<file path="src/long_press_radio_toggle_controller_core_defines.svh">
// assertion macros for the long-press radio toggle controller
`ifndef LONG_PRESS_RADIO_TOGGLE_CONTROLLER_CORE_DEFINES_SVH
`define LONG_PRESS_RADIO_TOGGLE_CONTROLLER_CORE_DEFINES_SVH

`ifndef NO_ASSERTIONS
`define LPRT_ASSERT_IMP(lbl, ante, cons, msg) \
	lbl: assert property (@(posedge clk) disable iff (!arst_n) (ante) |-> (cons)) \
		else $error(msg);
`define LPRT_ASSERT_NXT(lbl, ante, cons, msg) \
	lbl: assert property (@(posedge clk) disable iff (!arst_n) (ante) |=> (cons)) \
		else $error(msg);
`else
`define LPRT_ASSERT_IMP(lbl, ante, cons, msg)
`define LPRT_ASSERT_NXT(lbl, ante, cons, msg)
`endif

`endif

</file>
<file path="src/lprt_pkg.sv">
// types, constants and codes for the long-press radio toggle controller
package lprt_pkg;

	localparam int unsigned HOLD_W = 16;
	localparam int unsigned IDLE_W = 26;
	localparam int unsigned CFG_W  = 26;
	localparam int unsigned IDX_W  = 2;

	localparam logic [HOLD_W-1:0] SHORT_HOLD_RST = 16'd3000;
	localparam logic [HOLD_W-1:0] LONG_HOLD_RST  = 16'd30000;
	localparam logic [IDLE_W-1:0] AUTO_OFF_RST   = 26'd600000;
	localparam logic [IDLE_W-1:0] IDLE_MAX       = {IDLE_W{1'b1}};

	typedef enum logic [1:0] {
		KIND_TICK     = 2'd0,
		KIND_ACTIVITY = 2'd1,
		KIND_START    = 2'd2,
		KIND_STOP     = 2'd3
	} kind_t;

	typedef enum logic [IDX_W-1:0] {
		REG_SHORT_HOLD = 2'd0,
		REG_LONG_HOLD  = 2'd1,
		REG_AUTO_OFF   = 2'd2
	} reg_idx_t;

	typedef struct packed {
		logic [HOLD_W-1:0] short_hold_ms;
		logic [HOLD_W-1:0] long_hold_ms;
		logic [IDLE_W-1:0] auto_off_ms;
	} cfg_t;

	typedef struct packed {
		logic              button_prev;
		logic              press_tracked;
		logic [HOLD_W-1:0] hold_time;
		logic              tone_flag;
		logic              active_flag;
		logic [IDLE_W-1:0] idle_time;
	} state_t;

	typedef struct packed {
		logic service_active;
		logic tone_on;
		logic went_up;
		logic went_down;
		logic password_reset;
		logic beep_three;
		logic user_activity;
	} result_t;

endpackage

</file>
<file path="src/lprt_cfg.sv">
// configuration register bank
module lprt_cfg (
	input  logic                         clk,
	input  logic                         arst_n,
	input  logic                         cfg_we,
	input  logic [lprt_pkg::IDX_W-1:0]   cfg_index,
	input  logic [lprt_pkg::CFG_W-1:0]   cfg_wdata,
	output lprt_pkg::cfg_t               cfg
);

	lprt_pkg::cfg_t cfg_q;

	always_ff @(posedge clk or negedge arst_n) begin
		if (!arst_n) begin
			cfg_q.short_hold_ms <= lprt_pkg::SHORT_HOLD_RST;
			cfg_q.long_hold_ms  <= lprt_pkg::LONG_HOLD_RST;
			cfg_q.auto_off_ms   <= lprt_pkg::AUTO_OFF_RST;
		end else if (cfg_we) begin
			case (cfg_index)
				lprt_pkg::REG_SHORT_HOLD: begin
					cfg_q.short_hold_ms <= cfg_wdata[lprt_pkg::HOLD_W-1:0];
				end
				lprt_pkg::REG_LONG_HOLD: begin
					cfg_q.long_hold_ms <= cfg_wdata[lprt_pkg::HOLD_W-1:0];
				end
				lprt_pkg::REG_AUTO_OFF: begin
					cfg_q.auto_off_ms <= cfg_wdata[lprt_pkg::IDLE_W-1:0];
				end
				default: begin
				end
			endcase
		end
	end

	assign cfg = cfg_q;

endmodule

</file>
<file path="src/lprt_step.sv">
// next-state and result logic for one item
module lprt_step (
	input  lprt_pkg::cfg_t   cfg,
	input  lprt_pkg::state_t st,
	input  logic [1:0]       kind,
	input  logic             button_level,
	input  logic             start_ok,
	output lprt_pkg::state_t st_next,
	output lprt_pkg::result_t res
);

	logic [lprt_pkg::HOLD_W-1:0] cap;
	logic                        press;
	logic                        release_edge;
	logic                        up;
	logic                        down;
	logic                        pwd;
	logic                        beeps;
	logic                        act;
	lprt_pkg::state_t            s;

	always_comb begin
		cap          = (cfg.short_hold_ms > cfg.long_hold_ms) ? cfg.short_hold_ms
			: cfg.long_hold_ms;
		press        = st.button_prev && !button_level;
		release_edge = !st.button_prev && button_level;
		up    = 1'b0;
		down  = 1'b0;
		pwd   = 1'b0;
		beeps = 1'b0;
		act   = 1'b0;
		s     = st;
		case (lprt_pkg::kind_t'(kind))
			lprt_pkg::KIND_TICK: begin
				if (s.active_flag && s.idle_time != lprt_pkg::IDLE_MAX) begin
					s.idle_time = s.idle_time + 1'b1;
				end
				if (s.press_tracked && s.hold_time < cap) begin
					s.hold_time = s.hold_time + 1'b1;
				end
				if (press) begin
					s.press_tracked = 1'b1;
					s.hold_time     = '0;
					s.tone_flag     = 1'b0;
					act             = 1'b1;
				end
				if (!button_level && s.press_tracked && s.hold_time >= cfg.short_hold_ms) begin
					s.tone_flag = 1'b1;
				end
				if (release_edge && s.press_tracked) begin
					s.press_tracked = 1'b0;
					s.tone_flag     = 1'b0;
					if (s.hold_time >= cfg.long_hold_ms) begin
						pwd = 1'b1;
						if (s.active_flag) begin
							down = 1'b1;
							s.active_flag = start_ok;
							up = start_ok;
							if (start_ok) begin
								s.idle_time = '0;
							end
						end
					end else if (s.hold_time >= cfg.short_hold_ms) begin
						if (s.active_flag) begin
							s.active_flag = 1'b0;
							down = 1'b1;
						end else begin
							beeps = 1'b1;
							if (start_ok) begin
								s.active_flag = 1'b1;
								s.idle_time   = '0;
								up            = 1'b1;
							end
						end
					end
				end
				s.button_prev = button_level;
				if (s.active_flag && s.idle_time > cfg.auto_off_ms) begin
					s.active_flag = 1'b0;
					down = 1'b1;
				end
			end
			lprt_pkg::KIND_ACTIVITY: begin
				if (s.active_flag) begin
					s.idle_time = '0;
				end
				act = 1'b1;
			end
			lprt_pkg::KIND_START: begin
				if (!s.active_flag && start_ok) begin
					s.active_flag = 1'b1;
					s.idle_time   = '0;
					up            = 1'b1;
				end
			end
			default: begin
				if (s.active_flag) begin
					s.active_flag = 1'b0;
					down = 1'b1;
				end
			end
		endcase
		st_next = s;
		res.service_active = s.active_flag;
		res.tone_on        = s.tone_flag;
		res.went_up        = up;
		res.went_down      = down;
		res.password_reset = pwd;
		res.beep_three     = beeps;
		res.user_activity  = act;
	end

endmodule

</file>
<file path="src/long_press_radio_toggle_controller_core.sv">
// Long-press radio toggle controller: one input item is taken every cycle unless a stalled
// output backs up into the input register. An accepted item is registered in the input
// register, then the step logic applies it to the controller state and writes its result
// into the result register, from which it is presented to the output side. Throughput is
// one item per cycle while the output side is not stalled, set by the single pass through the
// step logic between these two registers; a stalled output holds the result register and
// the input register behind it.
// Configuration writes take effect at the edge of the write.
`include "long_press_radio_toggle_controller_core_defines.svh"

module long_press_radio_toggle_controller_core (
	input  logic                       clk,
	input  logic                       arst_n,
	input  logic                       cfg_we,
	input  logic [lprt_pkg::IDX_W-1:0] cfg_index,
	input  logic [lprt_pkg::CFG_W-1:0] cfg_wdata,
	input  logic                       in_valid,
	output logic                       in_ready,
	input  logic [1:0]                 kind,
	input  logic                       button_level,
	input  logic                       start_ok,
	output logic                       out_valid,
	input  logic                       out_ready,
	output logic                       service_active,
	output logic                       tone_on,
	output logic                       went_up,
	output logic                       went_down,
	output logic                       password_reset,
	output logic                       beep_three,
	output logic                       user_activity
);

	lprt_pkg::cfg_t    cfg;
	lprt_pkg::state_t  st_q;
	lprt_pkg::state_t  st_next;
	lprt_pkg::result_t res;
	lprt_pkg::result_t res_s2;
	logic              valid_s1;
	logic              valid_s2;
	logic [1:0]        kind_s1;
	logic              level_s1;
	logic              ok_s1;
	logic              advance;

	lprt_cfg u_cfg (
		.clk       (clk),
		.arst_n    (arst_n),
		.cfg_we    (cfg_we),
		.cfg_index (cfg_index),
		.cfg_wdata (cfg_wdata),
		.cfg       (cfg)
	);

	lprt_step u_step (
		.cfg          (cfg),
		.st           (st_q),
		.kind         (kind_s1),
		.button_level (level_s1),
		.start_ok     (ok_s1),
		.st_next      (st_next),
		.res          (res)
	);

	assign advance  = valid_s1 && (!valid_s2 || out_ready);
	assign in_ready = !valid_s1 || advance;

	always_ff @(posedge clk or negedge arst_n) begin
		if (!arst_n) begin
			valid_s1 <= 1'b0;
		end else if (in_ready) begin
			valid_s1 <= in_valid;
		end
	end

	always_ff @(posedge clk) begin
		if (in_ready && in_valid) begin
			kind_s1  <= kind;
			level_s1 <= button_level;
			ok_s1    <= start_ok;
		end
	end

	always_ff @(posedge clk or negedge arst_n) begin
		if (!arst_n) begin
			valid_s2 <= 1'b0;
		end else if (advance) begin
			valid_s2 <= 1'b1;
		end else if (out_ready) begin
			valid_s2 <= 1'b0;
		end
	end

	always_ff @(posedge clk) begin
		if (advance) begin
			res_s2 <= res;
		end
	end

	always_ff @(posedge clk or negedge arst_n) begin
		if (!arst_n) begin
			st_q.button_prev   <= 1'b1;
			st_q.press_tracked <= 1'b0;
			st_q.hold_time     <= '0;
			st_q.tone_flag     <= 1'b0;
			st_q.active_flag   <= 1'b0;
			st_q.idle_time     <= '0;
		end else if (advance) begin
			st_q <= st_next;
		end
	end

	assign out_valid      = valid_s2;
	assign service_active = res_s2.service_active;
	assign tone_on        = res_s2.tone_on;
	assign went_up        = res_s2.went_up;
	assign went_down      = res_s2.went_down;
	assign password_reset = res_s2.password_reset;
	assign beep_three     = res_s2.beep_three;
	assign user_activity  = res_s2.user_activity;

	`LPRT_ASSERT_IMP(a_stall_only_when_full, !in_ready, valid_s1 && valid_s2 && !out_ready, "input stalled without a full pipe")
	`LPRT_ASSERT_NXT(a_state_tracks_result, advance, st_q.active_flag == res_s2.service_active && st_q.tone_flag == res_s2.tone_on, "state and result disagree")
	`LPRT_ASSERT_IMP(a_up_means_active, valid_s2 && went_up, service_active, "start reported on an inactive service")
	`LPRT_ASSERT_IMP(a_beeps_exclusive, valid_s2 && beep_three, !went_down && !password_reset, "beeps with stop or password reset")

endmodule

</file>
<file path="config.mk">
export PLATFORM = sky130hd
export DESIGN_NAME = long_press_radio_toggle_controller_core
export DESIGN_NICKNAME = d
export VERILOG_FILES = /design/src/lprt_pkg.sv /design/src/lprt_cfg.sv /design/src/lprt_step.sv /design/src/long_press_radio_toggle_controller_core.sv
export VERILOG_INCLUDE_DIRS = /design/src /design/src/src
export SDC_FILE = /design/constraint.sdc
export NUM_CORES = 1
export LEC_CHECK = 0
export CAP_MARGIN = 5
export CELL_PAD_IN_SITES_DETAIL_PLACEMENT = 1
export CELL_PAD_IN_SITES_GLOBAL_PLACEMENT = 1
export CORE_AREA = 2 2 177 179
export DETAILED_ROUTE_END_ITERATION = 6
export DIE_AREA = 0 0 179 181
export DONT_BUFFER_PORTS = 1
export PLACE_DENSITY = 0.51
export SLEW_MARGIN = 40
export SYNTH_ARGS = -nofsm -noshare
export SYNTH_HDL_FRONTEND = slang
export SYNTH_HIERARCHICAL = 1
export SYNTH_SLANG_ARGS = --single-unit
</file>
<file path="constraint.sdc">
create_clock -name clk -period 12.2 [get_ports clk]
set_clock_uncertainty 0.1 [all_clocks]
set_input_delay 0.61 -clock clk [delete_from_list [all_inputs] [get_ports clk]]
set_output_delay 0.61 -clock clk [all_outputs]
set_load 0.03 [all_outputs]
</file>
=== Yosys cells after proc, flatten, opt, wreduce, memory -nomap -nowiden ===
Cells that the tools add are included.

* Latch bits: 0
* Memory bits (writable): 0
* Bits of input ports: 37
* Logic and storage cells: 110
* Memories kept: 0
* Bits in read-only memories: 0
* Register bits after elaboration: 117

* Shift operators: 0
* Equality and inequality tests: 7
* $lt $le $gt $ge: 5
* Mux-type cells: 42
* Multiply operators: 0
* Bitwise operators: 3
* Add/subtract/negate cells: 2
* Divide/modulo/power cells: 0
* Reductions and logical operators: 30

{| class="wikitable"
|+ Operators with widths
! kind !! number
|-
| two-way mux 27 bit || 5
|-
| two-way mux 26 bit || 4
|-
| case mux 26 bit (3 select lines) || 1
|-
| two-way mux 28 bit || 2
|-
| two-way mux 18 bit || 2
|-
| greater-or-equal comparator 16 bit || 2
|-
| two-way mux 16 bit || 2
|-
| adder 26 x 1 -> 26 bit, second input constant || 1
|-
| greater-than comparator 26 bit || 1
|-
| inequality test 26 bit, second input constant || 1
|-
| two-way mux 1 bit || 22
|-
| adder 16 x 1 -> 16 bit, second input constant || 1
|-
| greater-than comparator 16 bit || 1
|-
| less-than comparator 16 bit || 1
|-
| logical AND 1 bit || 11
|-
| AND reduction 2 bit || 5
|-
| case mux 1 bit (2 select lines) || 3
|-
| logical NOT 1 bit || 5
|-
| == test 2 x 1 -> 1 bit, second input constant || 2
|-
| == test 2 bit, second input constant || 2
|-
| logical NOT 2 bit || 2
|-
| AND reduction 4 bit || 1
|-
| OR reduction 4 bit || 1
|-
| NOT 1 bit || 3
|-
| 7 further kinds || 8
|}

=== Longest topological paths before layout ===
* Word-level depth: 16
* Gate-level depth with buffers: 39
* Mapped depth without buffers: 35

=== Cells and area by module ===
Netlist, hierarchy kept.

{| class="wikitable"
|+ By module, submodules not included
! module !! instances !! area an instance (µm²) !! cells each !! seq. area each (µm²)
|-
| lprt_step || 1 || 4595.7 || 728 || 0.0
|-
| long_press_radio_toggle_controller_core || 1 || 2250.9 || 117 || 1532.7
|-
| lprt_cfg || 1 || 2215.9 || 123 || 1478.9
|}

=== Least setup slack after synthesis ===
OpenSTA, ideal clock, no wires.

* Path kind: flip-flop to flip-flop
* Start: register u_cfg.cfg_q, in the netlist u_cfg/cfg[40]
* End: register st_q[26] (netlist bit)
* Clock period less this slack: 8.064 ns
* Library setup time: 0.125 ns
* Setup slack: 4.136 ns
* Data arrival time: 7.840 ns
* Cell stages (with the launch flop): 38
* Data required time: 11.975 ns
* Cell sequence: dfstp_2 inv_1 ha_1 nand4_1 a2111o_1 a31oi_1 clkbuf_1 nor2_1 a21oi_1 ha_1 a21o_1 a21oi_1 o22ai_1 o21a_1 nor2_1 nand4_4 or4_1 nand2_1 (+2 left out) a21o_1 a221oi_1 o41a_1 and3_1 o21a_1 clkbuf_1 clkbuf_1 nor2_1 ha_1 nand4_1 or3_1 a21oi_1 o21ai_0 a21oi_1 a21oi_1 a22o_1 buf_4 mux2_2

{| class="wikitable"
|+ RTL lines
! what !! line !! text
|-
| start: declaration || lprt_cfg.sv:11 || <nowiki>lprt_pkg::cfg_t cfg_q;</nowiki>
|-
| end signal: assignment || long_press_radio_toggle_controller_core.sv:108 || <nowiki>st_q <= st_next;</nowiki>
|-
| end: declaration || long_press_radio_toggle_controller_core.sv:34 || <nowiki>lprt_pkg::state_t st_q;</nowiki>
|}

==> results.cfg <==
[critical_path]
endpoint_kind = flop
critPathLaunchType = flop
rr_worst_depth = 34
slowest_delay_ns = 0.53
worstPathMaxFanout = 31
path_delay_family = compound AO/OA/AOI/OAI gates
required_ns = 12.40
regToRegStartpoint = u_cfg/cfg[39]
crit_arrival_ns = 9.03
crit_buf_inv = 2
criticalPathCategory = reg2reg
rrSetupSlack_ns = 3.37
reg2reg_to = st_q[26]
slowest_stage = dfstp_2
crit_path_frequent_cell = a21oi_1

[sta]
slew_headroom_pct = 49.4
setup_ws_ns = 3.37
worstMarginPinSlew_ns = 0.755
rsz0062_at_grt = no
setup_viol = 0
clock.fmax_ghz = 0.113
fin_setup_tns_ns = 0
slew_viol_final = 0
hold_viol_final = 2
finalCriticalPeriod_ns = 8.83
period_share_pct = 72.4
whs_ns = -0.0178

[clocking]
clock_latency_ns = 0.43
clk_pin_slew_worst_paths_ns = 0.06
cts_made_buffers = 17
tritoncts = done
ctsResizeCount = 0
clock_sinks = 117
hold_buffers = 1
post_cts_buffers = 0
clock-root-buffer = clkbuf_16
clockBufferDepth = 2
cts.htree.levels = 4

[die]
die_h_um = 181
io_pins = 46
die_x_um = 179
core_mm2 = 0.0303
dieArea_mm2 = 0.0324
rows = 64
start_util_pct = 29.9

[routing]
wire_per_inst_um = 19.9
viasPerCell = 5.20
met2WireLength_um = 12600
drc = 0
routed.top_layer = met4
detail-route-antenna-nets = 0
wl_met3_um = 771
drt_iter0_drc = 383
dr.pass1.iters = 5
wl_met1_um = 13300
wl_um = 27200
vias = 7089

[synth]
async_reset_ff_share_pct = 90.6
synthesis.area_mm2 = 0.00906
ys_ff_latch = 117
ys_warn_count = 6
synth_nets = 1096
synth_edf_count = 11
yosys.area.top_type = dfrtp_1
syn_avg_cell_area_um2 = 9.36
ys_seq_area_share_pct = 33.2
ys_top_cells_by_area = dfrtp_1, ha_1, mux2_2
synth_common_cells = ha_1, nand2_1, dfrtp_1
synthDistinctLibCells = 66
synth_most_common_cell = ha_1
ys.flop_type = dfrtp_1
netlist.area_leader.share_pct = 22.9
postSynthCellCount = 968

[cells_and_area]
fill_cells = 3471
area_delta_synth_final_pct = 10.1
fin_area_mm2 = 0.00998
num_antenna_cells = 0
drive_above_1_share_pct = 19.1
final_cells = 1363
final_nets = 1082

[min_path]
hp-class = in2async

[global_routing]
grt_pass1_vias = 7293
grtUsageTotal_pct = 17.4
grt_overflow_total = 0
antenna_found_initial = 0
grt_pass1_wl_um = 42900
grt_max_degree = 107

[pwr]
power_density_mw_per_mm2 = 148
vdd_drop_max_v = 0.0000971
leakage_nw = 4.66

[job]
maxCapViolCount = 0

[status]
status = complete, but fails checks
violations = negative hold slack

[placement]
preCtsSetupSlack_ns = 2.86
place_congestion = 0.782
numPortBuffers = 0
dp_cells = 1330
hpwl_um = 20500
postPlaceCellArea_mm2 = 0.00939
[worst max-delay path by stage]
stage,from,endpoint,slack (ns),cells after the start
6_report,u_cfg/cfg[39],st_q[26],3.37,34
5_1_grt,u_cfg/cfg[40],st_q[26],2.77,34
4_1_cts,u_cfg/cfg[40],st_q[26],2.84,34
3_5_place_dp,u_cfg/cfg[40],st_q[26],2.86,34
3_3_place_gp,u_cfg/cfg[40],st_q[26],3.06,35
2_1_floorplan,u_cfg/cfg[40],st_q[26],4.14,37
[cell type report]
| type | instances | area, um^2 | area share [%] |
|---|---|---|---|
| inverters | 75 | 282 | 2.82 |
| flip-flops and latches | 117 | 3010 | 30.2 |
| repair buffers | 9 | 100 | 1.00 |
| clock buffers | 18 | 429 | 4.30 |
| multi-input cells | 734 | 5530 | 55.4 |
| clock inverters | 14 | 128 | 1.28 |
| well taps | 396 | 495 | 4.97 |
[routing by layer]
layer / global-route usage (%) / up-vias
met5: 0 / -
met4: 5.11 / 0
met3: 3.24 / 18
met2: 27.8 / 91
met1: 23.8 / 3540
li1: - / 3440
[flip-flops by register name (all words and copies together) (netlist names)]
name            cells
user_activity       1
u_cfg/cfg          58
service_active      1
password_reset      1
valid_s1            1
out_valid           1
ok_s1               1
went_down           1
level_s1            1
st_q               46
beep_three          1
kind_s1             2
went_up             1
tone_on             1
[stage by stage]
step	power, W	util (%)
2_1_floorplan	0.000853	-
3_3_place_gp	0.000986	30.8
3_5_place_dp	0.000994	30.9
4_1_cts	0.00150	32.9
5_1_grt	0.00158	32.9
6_report	0.00148	32.9
[report_power, final]
part | leakage (nW) | internal [W] | switching [W] | total, W
combinational | 2.98 | 0.000189 | 0.000268 | 0.000457
clock | 0.260 | 0.000281 | 0.000204 | 0.000485
sequential | 1.41 | 0.000460 | 0.0000753 | 0.000535
total | 4.66 | 0.000930 | 0.000547 | 0.00148
[layout by cell type, fill, tap and decap left out, types with 12 or more instances in the layout]
cell type,instances
nand2b_1,12
or3_1,18
nor2_1,71
nand2_1,84
a21o_1,26
nand4_1,26
mux2_2,76
nand3_1,31
clkbuf_16,17
and3_1,12
o21ai_0,35
a21oi_1,68
ha_1,91
dfrtp_1,83
inv_1,75
xnor2_1,17
dfstp_2,23
mux2_4,29
[cells by family (layout without fill, tap and decap cells)]
family	count (synthesis)	count (layout)	share of synthesized area [%]
fa+ha+maj	91	91	12.6
buf+inv	117	116	5.88
compound gates	187	187	12.7
flops	117	117	33.2
simple gates	317	317	18.0
mux	111	111	14.9
xor+xnor	28	28	2.71
No activity file was read; power rests on OpenSTA's default activity.
